--- config.mk ---
export PLATFORM = sky130hd
export DESIGN_NAME = draw_batch_slot_allocator_top
export DESIGN_NICKNAME = d
export VERILOG_FILES = /design/src/rtl/core/dbsa_pkg.sv /design/src/rtl/core/dbsa_cell.sv /design/src/rtl/core/draw_batch_slot_allocator_top.sv
export SDC_FILE = /design/constraint.sdc
export NUM_CORES = 2
export LEC_CHECK = 0
export ABC_AREA = 1
export BUFFER_PORTS_ARGS = -buffer_cell sky130_fd_sc_hd__buf_2
export CAP_MARGIN = 5
export CORE_ASPECT_RATIO = 1.4
export CORE_MARGIN = 3
export CORE_UTILIZATION = 25
export DETAILED_ROUTE_END_ITERATION = 10
export GPL_TIMING_DRIVEN = 0
export PLACE_DENSITY = 0.51
export SLEW_MARGIN = 20
export SYNTH_ARGS = -nofsm -noshare
export SYNTH_HDL_FRONTEND = slang
export SYNTH_SLANG_ARGS = --single-unit
--- constraint.sdc ---
create_clock -name i_clk -period 7.6 [get_ports i_clk]
set_input_delay 1.52 -clock i_clk [delete_from_list [all_inputs] [get_ports i_clk]]
set_output_delay 1.52 -clock i_clk [all_outputs]
set_load 0.1 [all_outputs]
--- src/rtl/core/dbsa_pkg.sv ---
// Shared types, codes and field widths of the draw batch slot allocator.
package dbsa_pkg;

    localparam int SLOTS_DEF      = 8;
    localparam int MAX_QUADS_DEF  = 256;
    localparam int VERTS_PER_QUAD = 4;

    localparam int KEY_W      = 16;
    localparam int QUAD_W     = 9;
    localparam int SLOT_W     = 3;
    localparam int VBASE_W    = 10;
    localparam int IN_DATA_W  = 64;
    localparam int OUT_DATA_W = 72;

    typedef enum logic [1:0] {
        F_ACQUIRE   = 2'd0,
        F_RELEASE   = 2'd1,
        F_FLUSH_ALL = 2'd2
    } t_func;

    typedef enum logic [1:0] {
        K_GRANT = 2'd0,
        K_FLUSH = 2'd1,
        K_DONE  = 2'd2,
        K_ERROR = 2'd3
    } t_kind;

    typedef enum logic [7:0] {
        ST_IDLE    = 8'b0000_0001,
        ST_SEARCH  = 8'b0000_0010,
        ST_APPLY   = 8'b0000_0100,
        ST_GRANT   = 8'b0000_1000,
        ST_RELEASE = 8'b0001_0000,
        ST_FLALL   = 8'b0010_0000,
        ST_DONE    = 8'b0100_0000,
        ST_ERROR   = 8'b1000_0000
    } t_state;

    typedef struct packed {
        logic [KEY_W-1:0] material;
        logic [KEY_W-1:0] frame;
        logic [KEY_W-1:0] flags;
    } t_key;

    // search wave control moving down the row of slots
    typedef struct packed {
        logic live;
        logic hit;
    } t_wave;

    // slot write strobes from the sequencer
    typedef struct packed {
        logic key_en;
        logic quads_en;
    } t_wr;

endpackage

--- src/rtl/core/dbsa_cell.sv ---
// One batch slot: key and quad count, plus its stage of the search wave.
module dbsa_cell
    import dbsa_pkg::*;
#(
    parameter int SLOTS     = SLOTS_DEF,
    parameter int MAX_QUADS = MAX_QUADS_DEF,
    parameter int IDX       = 0
) (
    input  logic                                      i_clk,
    input  logic                                      i_rst_n,
    input  t_key                                      i_key,
    input  t_wave                                     i_wave,
    input  logic [((SLOTS > 1) ? $clog2(SLOTS) : 1)-1:0] i_wave_idx,
    input  logic [$clog2(MAX_QUADS + 1)-1:0]          i_wave_q,
    output t_wave                                     o_wave,
    output logic [((SLOTS > 1) ? $clog2(SLOTS) : 1)-1:0] o_wave_idx,
    output logic [$clog2(MAX_QUADS + 1)-1:0]          o_wave_q,
    input  t_wr                                       i_wr,
    input  logic [((SLOTS > 1) ? $clog2(SLOTS) : 1)-1:0] i_wr_idx,
    input  logic [$clog2(MAX_QUADS + 1)-1:0]          i_wr_quads,
    output t_key                                      o_key,
    output logic [$clog2(MAX_QUADS + 1)-1:0]          o_quads
);

    localparam int IW = (SLOTS > 1) ? $clog2(SLOTS) : 1;
    localparam int QW = $clog2(MAX_QUADS + 1);

    logic          r_valid;
    t_key          r_key;
    logic [QW-1:0] r_quads;

    t_wave         r_wave;
    t_wave         n_wave;
    logic [IW-1:0] r_wave_idx;
    logic [IW-1:0] n_wave_idx;
    logic [QW-1:0] r_wave_q;
    logic [QW-1:0] n_wave_q;

    logic          w_sel;
    logic          w_match;

    assign w_sel   = (i_wr_idx == IW'(IDX));
    assign w_match = r_valid && (r_key == i_key);

    // first match from the top wins; otherwise keep the fullest, ties to the higher slot
    always_comb begin
        n_wave     = i_wave;
        n_wave_idx = i_wave_idx;
        n_wave_q   = i_wave_q;
        if (!i_wave.hit) begin
            if (w_match) begin
                n_wave.hit = 1'b1;
                n_wave_idx = IW'(IDX);
            end else if (r_quads > i_wave_q) begin
                n_wave_idx = IW'(IDX);
                n_wave_q   = r_quads;
            end
        end
    end

    always_ff @(posedge i_clk) begin
        if (!i_rst_n) begin
            r_valid <= 1'b0;
            r_key   <= '0;
            r_quads <= '0;
            r_wave  <= '0;
        end else begin
            r_wave <= n_wave;
            if (w_sel && i_wr.key_en) begin
                r_valid <= 1'b1;
                r_key   <= i_key;
            end
            if (w_sel && i_wr.quads_en) begin
                r_quads <= i_wr_quads;
            end
        end
    end

    always_ff @(posedge i_clk) begin
        r_wave_idx <= n_wave_idx;
        r_wave_q   <= n_wave_q;
    end

    assign o_wave     = r_wave;
    assign o_wave_idx = r_wave_idx;
    assign o_wave_q   = r_wave_q;
    assign o_key      = r_key;
    assign o_quads    = r_quads;

endmodule

--- src/rtl/core/draw_batch_slot_allocator_top.sv ---
// Top level of the draw batch slot allocator: request sequencer, slot row and result register.
//
// Usage
//   Requests enter on the s_axis channel, one per handshake: acquire quads for a key,
//   release quads from a slot, or flush every slot. Results leave on m_axis; tuser
//   carries the result kind (grant/ack, flush record, flush-all done, error) and tlast
//   marks the final result of a request. A request may yield several results (flush
//   records before a grant, or one record per non-empty slot on flush-all).
//   Sequence: an acquire sends a search wave down the row of SLOTS slot cells, one cell
//   per cycle, then passes the apply and grant states, with or without a spill flush.
//   A release or an error issues its result from one state; flush-all walks every slot
//   and then issues the done result. A full output register stalls the sequencer.
//   The next request is taken once the previous one has issued its last result into
//   the output register, even while that result still waits to be taken.
//   Reset (i_rst_n low, synchronous) empties all slots, clears keys and counts and
//   drops any pending result.
//   When the receiver holds m_axis_tready low the result register holds its content
//   and the sequencer waits before issuing the next result; no result is lost.
module draw_batch_slot_allocator_top
    import dbsa_pkg::*;
#(
    parameter int SLOTS     = SLOTS_DEF,
    parameter int MAX_QUADS = MAX_QUADS_DEF
) (
    input  logic                  i_clk,
    input  logic                  i_rst_n,
    input  logic                  s_axis_tvalid,
    output logic                  s_axis_tready,
    // func[1:0], material_id[17:2], frame_index[33:18], render_flags[49:34],
    // quad_count[58:50], slot_select[61:59], zero fill above
    input  logic [IN_DATA_W-1:0]  s_axis_tdata,
    output logic                  m_axis_tvalid,
    input  logic                  m_axis_tready,
    // slot[2:0], out_material[18:3], out_frame[34:19], out_flags[50:35],
    // out_quads[59:51], vertex_base[69:60], zero fill above
    output logic [OUT_DATA_W-1:0] m_axis_tdata,
    // kind[1:0]
    output logic [1:0]            m_axis_tuser,
    output logic                  m_axis_tlast
);

    localparam int IW = (SLOTS > 1) ? $clog2(SLOTS) : 1;
    localparam int QW = $clog2(MAX_QUADS + 1);
    localparam int AW = ((QW > QUAD_W) ? QW : QUAD_W) + 1;
    localparam int XW = (IW > SLOT_W) ? IW : SLOT_W;
    localparam int PAD_W = OUT_DATA_W - (SLOT_W + 3 * KEY_W + QUAD_W + VBASE_W);

    // ---------------------------------------------------------------- request fields
    t_func             in_func;
    t_key              in_key;
    logic [QUAD_W-1:0] in_qc;
    logic [SLOT_W-1:0] in_sel;
    logic              in_accept;

    assign in_func         = t_func'(s_axis_tdata[1:0]);
    assign in_key.material = s_axis_tdata[17:2];
    assign in_key.frame    = s_axis_tdata[33:18];
    assign in_key.flags    = s_axis_tdata[49:34];
    assign in_qc           = s_axis_tdata[58:50];
    assign in_sel          = s_axis_tdata[61:59];
    assign in_accept       = s_axis_tvalid && s_axis_tready;

    // ---------------------------------------------------------------- state
    t_state            r_state;
    t_state            n_state;
    logic              r_inj;
    logic              n_inj;
    t_key              r_key;
    logic [QUAD_W-1:0] r_qc;
    logic [IW-1:0]     r_idx;
    logic [IW-1:0]     n_idx;
    logic              r_hit;
    logic              n_hit;

    logic                  r_out_valid;
    logic [OUT_DATA_W-1:0] r_out_data;
    t_kind                 r_out_kind;
    logic                  r_out_last;

    // ---------------------------------------------------------------- slot row
    t_wave         w_wave [SLOTS+1];
    logic [IW-1:0] w_widx [SLOTS+1];
    logic [QW-1:0] w_wq   [SLOTS+1];
    t_key          c_key  [SLOTS];
    logic [QW-1:0] c_quads[SLOTS];

    t_wr           wr_ctl;
    logic [QW-1:0] wr_quads;

    // inject the wave above the top slot in the same cycle that the latched key appears
    assign w_wave[SLOTS] = '{live: r_inj, hit: 1'b0};
    assign w_widx[SLOTS] = '0;
    assign w_wq[SLOTS]   = '0;

    for (genvar g = 0; g < SLOTS; g++) begin : g_cell
        dbsa_cell #(
            .SLOTS     (SLOTS),
            .MAX_QUADS (MAX_QUADS),
            .IDX       (g)
        ) u_cell (
            .i_clk      (i_clk),
            .i_rst_n    (i_rst_n),
            .i_key      (r_key),
            .i_wave     (w_wave[g+1]),
            .i_wave_idx (w_widx[g+1]),
            .i_wave_q   (w_wq[g+1]),
            .o_wave     (w_wave[g]),
            .o_wave_idx (w_widx[g]),
            .o_wave_q   (w_wq[g]),
            .i_wr       (wr_ctl),
            .i_wr_idx   (r_idx),
            .i_wr_quads (wr_quads),
            .o_key      (c_key[g]),
            .o_quads    (c_quads[g])
        );
    end

    // ---------------------------------------------------------------- selected slot
    t_key             rd_key;
    logic [QW-1:0]    rd_quads;
    logic [AW-1:0]    qc_a;
    logic [AW-1:0]    rd_a;
    logic [AW-1:0]    sum_a;
    logic [AW-1:0]    rel_a;
    logic [AW+1:0]    vb_a;
    logic             over;
    logic             need_flush;
    logic [XW-1:0]    idx_x;
    logic [SLOT_W-1:0] idx_slot;
    logic             out_free;

    assign rd_key   = c_key[r_idx];
    assign rd_quads = c_quads[r_idx];
    assign qc_a     = AW'(r_qc);
    assign rd_a     = AW'(rd_quads);
    assign sum_a    = qc_a + rd_a;
    assign rel_a    = rd_a - qc_a;
    assign vb_a     = (AW+2)'(rd_a) * (AW+2)'(VERTS_PER_QUAD);
    assign over     = (sum_a > AW'(MAX_QUADS));
    // a spill flushes a non-empty victim; a hit flushes only when the grant overflows
    assign need_flush = r_hit ? over : (rd_quads != '0);
    assign idx_x    = XW'(r_idx);
    assign idx_slot = idx_x[SLOT_W-1:0];
    assign out_free = !r_out_valid || m_axis_tready;

    // ---------------------------------------------------------------- result to issue
    logic              emit;
    t_kind             e_kind;
    logic [SLOT_W-1:0] e_slot;
    t_key              e_key;
    logic [QUAD_W-1:0] e_quads;
    logic [VBASE_W-1:0] e_vb;
    logic              e_last;

    always_comb begin
        n_state  = r_state;
        n_inj    = 1'b0;
        n_idx    = r_idx;
        n_hit    = r_hit;
        emit     = 1'b0;
        e_kind   = K_ERROR;
        e_slot   = '0;
        e_key    = '0;
        e_quads  = '0;
        e_vb     = '0;
        e_last   = 1'b1;
        wr_ctl   = '0;
        wr_quads = '0;

        case (r_state)
            ST_IDLE: begin
                if (in_accept) begin
                    case (in_func)
                        F_ACQUIRE: begin
                            if (AW'(in_qc) > AW'(MAX_QUADS)) begin
                                n_state = ST_ERROR;
                            end else begin
                                n_state = ST_SEARCH;
                                n_inj   = 1'b1;
                            end
                        end
                        F_RELEASE: begin
                            if (32'(in_sel) >= 32'(SLOTS)) begin
                                n_state = ST_ERROR;
                            end else begin
                                n_idx   = IW'(in_sel);
                                n_state = ST_RELEASE;
                            end
                        end
                        F_FLUSH_ALL: begin
                            n_idx   = IW'(SLOTS - 1);
                            n_state = ST_FLALL;
                        end
                        default: begin
                            n_state = ST_ERROR;
                        end
                    endcase
                end
            end

            ST_SEARCH: begin
                // wait for the wave to leave the bottom slot
                if (w_wave[0].live) begin
                    n_hit   = w_wave[0].hit;
                    n_idx   = w_widx[0];
                    n_state = ST_APPLY;
                end
            end

            ST_APPLY: begin
                if (need_flush) begin
                    if (out_free) begin
                        emit           = 1'b1;
                        e_kind         = K_FLUSH;
                        e_slot         = idx_slot;
                        e_key          = rd_key;
                        e_quads        = rd_a[QUAD_W-1:0];
                        e_last         = 1'b0;
                        wr_ctl.quads_en = 1'b1;
                        wr_ctl.key_en  = !r_hit;
                        n_state        = ST_GRANT;
                    end
                end else begin
                    wr_ctl.key_en = !r_hit;
                    n_state       = ST_GRANT;
                end
            end

            ST_GRANT: begin
                if (out_free) begin
                    emit            = 1'b1;
                    e_kind          = K_GRANT;
                    e_slot          = idx_slot;
                    e_key           = rd_key;
                    e_quads         = sum_a[QUAD_W-1:0];
                    e_vb            = (r_qc == '0) ? '0 : vb_a[VBASE_W-1:0];
                    wr_ctl.quads_en = 1'b1;
                    wr_quads        = QW'(sum_a);
                    n_state         = ST_IDLE;
                end
            end

            ST_RELEASE: begin
                if (out_free) begin
                    emit    = 1'b1;
                    n_state = ST_IDLE;
                    if (qc_a <= rd_a) begin
                        e_kind          = K_GRANT;
                        e_slot          = idx_slot;
                        e_key           = rd_key;
                        e_quads         = rel_a[QUAD_W-1:0];
                        wr_ctl.quads_en = 1'b1;
                        wr_quads        = QW'(rel_a);
                    end
                end
            end

            ST_FLALL: begin
                // walk from the top slot down, one slot a cycle while the output register takes each flush record
                if (rd_quads != '0) begin
                    if (out_free) begin
                        emit            = 1'b1;
                        e_kind          = K_FLUSH;
                        e_slot          = idx_slot;
                        e_key           = rd_key;
                        e_quads         = rd_a[QUAD_W-1:0];
                        e_last          = 1'b0;
                        wr_ctl.quads_en = 1'b1;
                        n_idx           = r_idx - 1'b1;
                        n_state         = (r_idx == '0) ? ST_DONE : ST_FLALL;
                    end
                end else begin
                    n_idx   = r_idx - 1'b1;
                    n_state = (r_idx == '0) ? ST_DONE : ST_FLALL;
                end
            end

            ST_DONE: begin
                if (out_free) begin
                    emit    = 1'b1;
                    e_kind  = K_DONE;
                    n_state = ST_IDLE;
                end
            end

            ST_ERROR: begin
                if (out_free) begin
                    emit    = 1'b1;
                    n_state = ST_IDLE;
                end
            end

            default: begin
                n_state = ST_IDLE;
            end
        endcase
    end

    // ---------------------------------------------------------------- registers
    always_ff @(posedge i_clk) begin
        if (!i_rst_n) begin
            r_state     <= ST_IDLE;
            r_inj       <= 1'b0;
            r_out_valid <= 1'b0;
        end else begin
            r_state <= n_state;
            r_inj   <= n_inj;
            if (emit) begin
                r_out_valid <= 1'b1;
            end else if (m_axis_tready) begin
                r_out_valid <= 1'b0;
            end
        end
    end

    always_ff @(posedge i_clk) begin
        r_idx <= n_idx;
        r_hit <= n_hit;
        if (in_accept) begin
            r_key <= in_key;
            r_qc  <= in_qc;
        end
        if (emit) begin
            r_out_data <= {{PAD_W{1'b0}}, e_vb, e_quads, e_key.flags, e_key.frame,
                           e_key.material, e_slot};
            r_out_kind <= e_kind;
            r_out_last <= e_last;
        end
    end

    assign s_axis_tready = (r_state == ST_IDLE);
    assign m_axis_tvalid = r_out_valid;
    assign m_axis_tdata  = r_out_data;
    assign m_axis_tuser  = r_out_kind;
    assign m_axis_tlast  = r_out_last;

    // ---------------------------------------------------------------- checks
    ap_row_quiet: assert property (@(posedge i_clk) disable iff (!i_rst_n)
        (r_state == ST_IDLE) |-> !w_wave[0].live)
        else $error("search wave left the slot row while idle");

    ap_hit_key: assert property (@(posedge i_clk) disable iff (!i_rst_n)
        (r_state == ST_APPLY && r_hit) |-> (rd_key == r_key))
        else $error("hit slot key differs from request key");

    ap_quads_cap: assert property (@(posedge i_clk) disable iff (!i_rst_n)
        wr_ctl.quads_en |-> (AW'(wr_quads) <= AW'(MAX_QUADS)))
        else $error("slot quad count written above limit");

endmodule
======== Yosys cells after proc, flatten, opt, wreduce, memory -nomap -nowiden ========
Index checks and enable logic that the tools add are counted.
W data, S select, Z words.
word-level totals
  output and inout port bits .............. 77
  memories ................................ 0
  memory bits (writable) .................. 0
  input bits .............................. 68
  bits in latches ......................... 0
  ROM bits ................................ 0
  register bits ........................... 711
  word-level logic and storage cells ...... 302
cells by class
  magnitude comparators ................... 12
  div/mod/pow operators ................... 0
  shift-type cells ........................ 0
  bitwise gates (word level) .............. 4
  $mul .................................... 0
  equal/unequal tests ..................... 31
  reductions and logical operators ........ 42
  muxes and demuxes ....................... 125
  add/subtract/negate cells ............... 3
operators by type and width
  operator               number
  $eq A48 B48 Y1         8
  $mux W48               7
  $mux W9                26
  $pmux W48 S4           1
  $bmux W48 S3           1
  $mux W3                31
  $mux W8                8
  $gt A9 B9 Y1           7
  $pmux W8 S5            1
  $pmux W9 S4            1
  $mux W1                31
  $bmux W9 S3            1
  $logic_and A1 B1 Y1    25
  $pmux W8 S3            1
  $pmux W9 S2            1
  $mux W2                7
  $eq A3 B3 Y1 const B   4
  $pmux W3 S4            1
  $add A9 B9 Y10         1
  $gt A10 B9 Y1 const B  1
  $pmux W2 S5            1
  $reduce_and A5 Y1      2
  $gt A9 B1 Y1 const B   1
  $gt A9 B9 Y1 const B   1
  other kinds (40)       48

======== Longest topological paths before layout ========
  depth after elaboration ................. 10
  gate-level depth with buffers ........... 28
  mapped depth without buffers ............ 26

======== Hierarchy ========
A second synthesis with hierarchy kept.
unflattened totals
  cell total of the unflattened synthesis .. 6709
  area, all modules ....................... 42304.3 µm²
modules (own cells, without submodules)
  module                             seq. area each (µm²)  cells each  area each (µm²)  instances
  draw_batch_slot_allocator_top      4164.0                1462        10487.6          1
  dbsa_cell at g_cell[5].u_cell ...  1441.4                665         4011.3           2
  dbsa_cell at g_cell[1].u_cell ...  1441.4                657         3972.6           2
  dbsa_cell at g_cell[0].u_cell      1441.4                658         3991.3           1
  dbsa_cell at g_cell[3].u_cell      1441.4                657         3988.8           1
  dbsa_cell at g_cell[4].u_cell      1441.4                656         3980.1           1
  dbsa_cell at g_cell[7].u_cell      1441.4                632         3888.7           1

======== Worst setup path before layout ========
Ideal clock, no wire load.
  path type ............................... reg2reg
  start ................................... register r_state[4]
  end ..................................... register r_key[0] (netlist bit) (enable)
  cell stages (with the launch flop) ...... 6
  setup slack ............................. 267 ps
  clock period less this slack ............ 7333 ps
  data arrival time ....................... 6861 ps
  cells stage by stage .................... dfxtp_1 -> nor2_1 -> nand2_1 -> nor4_1 -> inv_1 -> nor2_1
between the ends
  cells in the longest elaborated chain, start to end .. 2
RTL lines
  what                      line                                  source
  start: declaration        draw_batch_slot_allocator_top.sv:64   t_state r_state;
  start signal: assignment  draw_batch_slot_allocator_top.sv:306  r_state <= n_state;
  $eq A8 B1 Y1              draw_batch_slot_allocator_top.sv:331  assign s_axis_tready = (r_state == ST_IDLE);
  via s_axis_tready         draw_batch_slot_allocator_top.sv:28   output logic s_axis_tready,
  $logic_and A1 B1 Y1       draw_batch_slot_allocator_top.sv:61   assign in_accept = s_axis_tvalid && s_axis_tready;
  via in_accept             draw_batch_slot_allocator_top.sv:53   logic in_accept;
  end signal: assignment    draw_batch_slot_allocator_top.sv:320  r_key <= in_key;
  end: declaration          draw_batch_slot_allocator_top.sv:68   t_key r_key;
The timed path passes the listed nets, and every way through them passes these cells.
A chain may end at the register's enable or synchronous reset.

==> flow_summary_export.csv <==
group,metric,value,unit
status,status,"completed",
logic_synthesis,syn-cell-area,37000,µm²
timing,tightest_slew,1.28,ns
timing,setup_viol,0,
logic_synthesis,synth-edff-count,132,
timing,fmax,0.180,GHz
placed_design,io_buffers,137,
detailed_routing,vias,39770,
setup_path,crit_chain,"inv_2 -> buf_2 -> nand2_1 -> nand3_1 -> nand3_1 -> o21ai_1 -> inv_1 -> ha_1 -> buf_2 -> nand2_1 -> nor3_1 -> o21ai_0 -> nand4_1 -> nand3_1 -> inv_1 -> nor2_1 -> nand2_1 -> inv_2 -> buf_2 -> nor2_1",
logic_synthesis,synthDistinctLibCells,56,
logic_synthesis,syn_inst,5002,
logic_synthesis,synth_top_area_share,31.1,%
setup_path,max_stage_delay,0.55,ns
min_path,hold_class,"register to register",
placed_design,globalplace.congestion,1.07,
timing,min_period,5.56,ns
clock_tree,ctsHoldBuffers,0,
cells_and_area,final_cell_mix,"nand2_1 (667), a21oi_1 (646), dfxtp_1 (574)",
detailed_routing,firstDrtPassIters,6,
setup_path,critical_path_required,8.04,ns
timing,skew,0.0419,ns
logic_synthesis,synth.avg_cell_area,7.40,µm²
cells_and_area,area_growth,17.5,%
detailed_routing,ant_nets,0,
die,rows,166,
logic_synthesis,yosysTopAreaCell,"dfxtp_1",
detailed_routing,drc,0,
global_route,track_usage,31.9,%
clock_tree,postCtsSetupBuffers,0,
cells_and_area,nets,5402,
power_and_ir_drop,p_leak,17.0,nW
timing,relSlewSlack,14.9,%
cells_and_area,seq_area,15500,µm²
setup_path,critPathKind,"register to register",
setup_path,critPathLaunchType,"register",
global_route,grt_pass1_wl,329000,µm
detailed_routing,drt_wl_total,249000,µm
die,die_h,461,µm
timing,post-route-period-util,73.2,%
setup_path,crit_slowest_cell,"edfxtp_1",
power_and_ir_drop,ir_drop,0.344,mV
detailed_routing,vias_per_cell,5.48,
clock_tree,clk_pin_slew,0.06,ns
clock_tree,numCtsBuffers,83,
power_and_ir_drop,power,17.0,mW
logic_synthesis,yosysWarnings,0,
setup_path,end_kind,"register",
die,die_w,331,µm
global_route,grt_remaining_overflow,0,
timing,finalHoldViolCount,0,
detailed_routing,routedWlPerCell,34.3,µm
global_route,grt_max_degree,24,
clock_tree,cts-root-buf,"clkbuf_16",
setup_path,r2r_slack,2.04,ns
cells_and_area,n_fill_cell,16237,
timing,worst_slack,2.04,ns
cells_and_area,multiInputGateArea,18300,µm²
die,num_io_pins,145,
clock_tree,clk_latency,0.74,ns
placed_design,dpl.hpwl,193000,µm
timing,slew_violations,0,
placed_design,post-place-ws,2.14,ns
die,core_area,147000,µm²
detailed_routing,drt_iter0_markers,4598,
power_and_ir_drop,powerDensity,391,nW/µm²
clock_tree,clk_path_buf_depth,3,
clock_tree,cts_resized,0,
clock_tree,cts_sinks,706,
die,start_util,25.2,%
cells_and_area,final_common_cell,"nand2_1",
logic_synthesis,async_flop_share,0,%
cells_and_area,layout-drive-gt1-share,10.7,%
logic_synthesis,synth_seq_area_share,41.8,%
clock_tree,h-tree-depth,3,
clock_tree,cts_tree,"yes",
logic_synthesis,synthTopCellsByArea,"dfxtp_1 (31%), edfxtp_1 (11%), a21oi_1 (8.7%)",
die,die-area,153000,µm²
setup_path,worstPathMaxFanout,10,
global_route,antenna_found_initial,33,
cells_and_area,utilization,29.7,%
setup_path,arrival,6.00,ns
job,drv_cap,0,
global_route,first_global_vias,37757,
timing,rsz0062_at_grt,"false",
logic_synthesis,synth_ff_type,"dfxtp_1",
logic_synthesis,ys_ff_latch,706,
-- final timing paths --
| kind | to | startpoint | depth (start not counted) |
|---|---|---|---|
| worst max register to register | m_axis_tdata[23]$_DFFE_PP_ | idx_slot[0]$_DFFE_PP_ | 20 |
| worst min-delay path | g_cell[2].u_cell.o_wave_idx[1]$_DFF_P_ | g_cell[3].u_cell.o_wave_idx[1]$_DFF_P_ | 2 |
| worst min register to register | g_cell[2].u_cell.o_wave_idx[1]$_DFF_P_ | g_cell[3].u_cell.o_wave_idx[1]$_DFF_P_ | 2 |
| worst max-delay path | m_axis_tdata[23]$_DFFE_PP_ | idx_slot[0]$_DFFE_PP_ | 20 |
-- power breakdown --
| part | leakage, nW | internal, mW | switching, mW |
|---|---|---|---|
| Sequential | 5.87 | 4.13 | 0.170 |
| Combinational | 9.72 | 1.64 | 6.74 |
| Clock | 1.39 | 2.49 | 1.85 |
-- Yosys cell counts (3+ instances only) --
cell         n
a21boi_0    15
edfxtp_1   132
nor4b_1      5
o21ai_0    503
a221oi_1    16
o21ai_1    167
inv_2        5
o22ai_1     36
nor2_4       8
o221ai_1    13
nor2_2       4
nand4_1     72
nor2_1     533
xor2_1     139
a31oi_1     39
nor3_1     110
buf_4       11
a21oi_1    646
a211oi_1    10
buf_6       24
o2111ai_1   17
a21oi_2      3
nor4_1      62
nand3_1    177
buf_1       20
o211ai_1    18
nor3b_1     24
nand3b_1     7
clkinv_1    35
clkbuf_1   183
nand2_2      3
or3_1        3
dfxtp_1    574
or2_2       31
o21a_1      12
nand2_1    667
buf_2      107
ha_1        90
a21o_1       4
inv_1      424
xnor2_1     32
-- critical path, delay by kind of cell (launching register included) --
kind / cells / cell delay [ns]
flip-flops: 1 / 0.55
AO/OA/AOI/OAI: 2 / 0.61
adder cells (fa/ha/maj): 1 / 0.31
AND/OR/NAND/NOR: 10 / 1.94
buffers and inverters: 7 / 1.84
-- per-layer routing --
layer | wire length (µm) | vias up | GRT usage, %
li1 | - | 17465 | -
met1 | 88200 | 19188 | 34.3
met2 | 115000 | 2286 | 51.9
met3 | 17900 | 821 | 6.94
met4 | 28400 | 10 | 29.8
met5 | 59 | - | 0
-- cell type report --
cell class	instances	share of cell area, %
repair buffers	152	2.23
inverters	464	4.01
clock inverters	39	1.02
multi-input cells	3490	42.1
plain buffers	345	3.96
clock buffers	111	5.49
well taps	1932	5.56
flip-flops and latches	706	35.5
diodes	21	0.121
-- state kept, by name (all words and copies together), names as in the netlist --
| signal | flops |
|---|---|
| g_cell.u_cell.o_key | 384 |
| g_cell.u_cell.o_quads | 72 |
| g_cell.u_cell.o_wave | 16 |
| g_cell.u_cell.o_wave_idx | 21 |
| g_cell.u_cell.o_wave_q | 63 |
| g_cell.u_cell.r_valid | 8 |
| idx_slot | 3 |
| m_axis_tdata | 68 |
| m_axis_tlast | 1 |
| m_axis_tuser | 2 |
| m_axis_tvalid | 1 |
| r_hit | 1 |
| r_inj | 1 |
| r_key | 48 |
| r_qc | 9 |
| r_state | 8 |
-- cell families after synthesis --
| kind of cell | synth area share [%] |
|---|---|
| AO/OA/AOI/OAI | 21.6 |
| adder cells (fa/ha/maj) | 3.15 |
| AND/OR/NAND/NOR | 20.2 |
| XOR/XNOR | 4.05 |
| buffers and inverters | 9.17 |
| flip-flops | 41.8 |
| other | 0.0101 |
-- metrics by stage --
stage	TNS, ns	hold WS (ns)	cell area [µm²]	std cells
2_1_floorplan	0	0.382	37000	5005
5_1_grt	0	0.427	43400	7240
3_5_place_dp	0	0.400	40600	7089
6_report	0	0.407	43500	7260
3_3_place_gp	-373.85	0.402	40100	7074
4_1_cts	0	0.407	43400	7239
No activity file was read; power rests on OpenSTA's default activity.
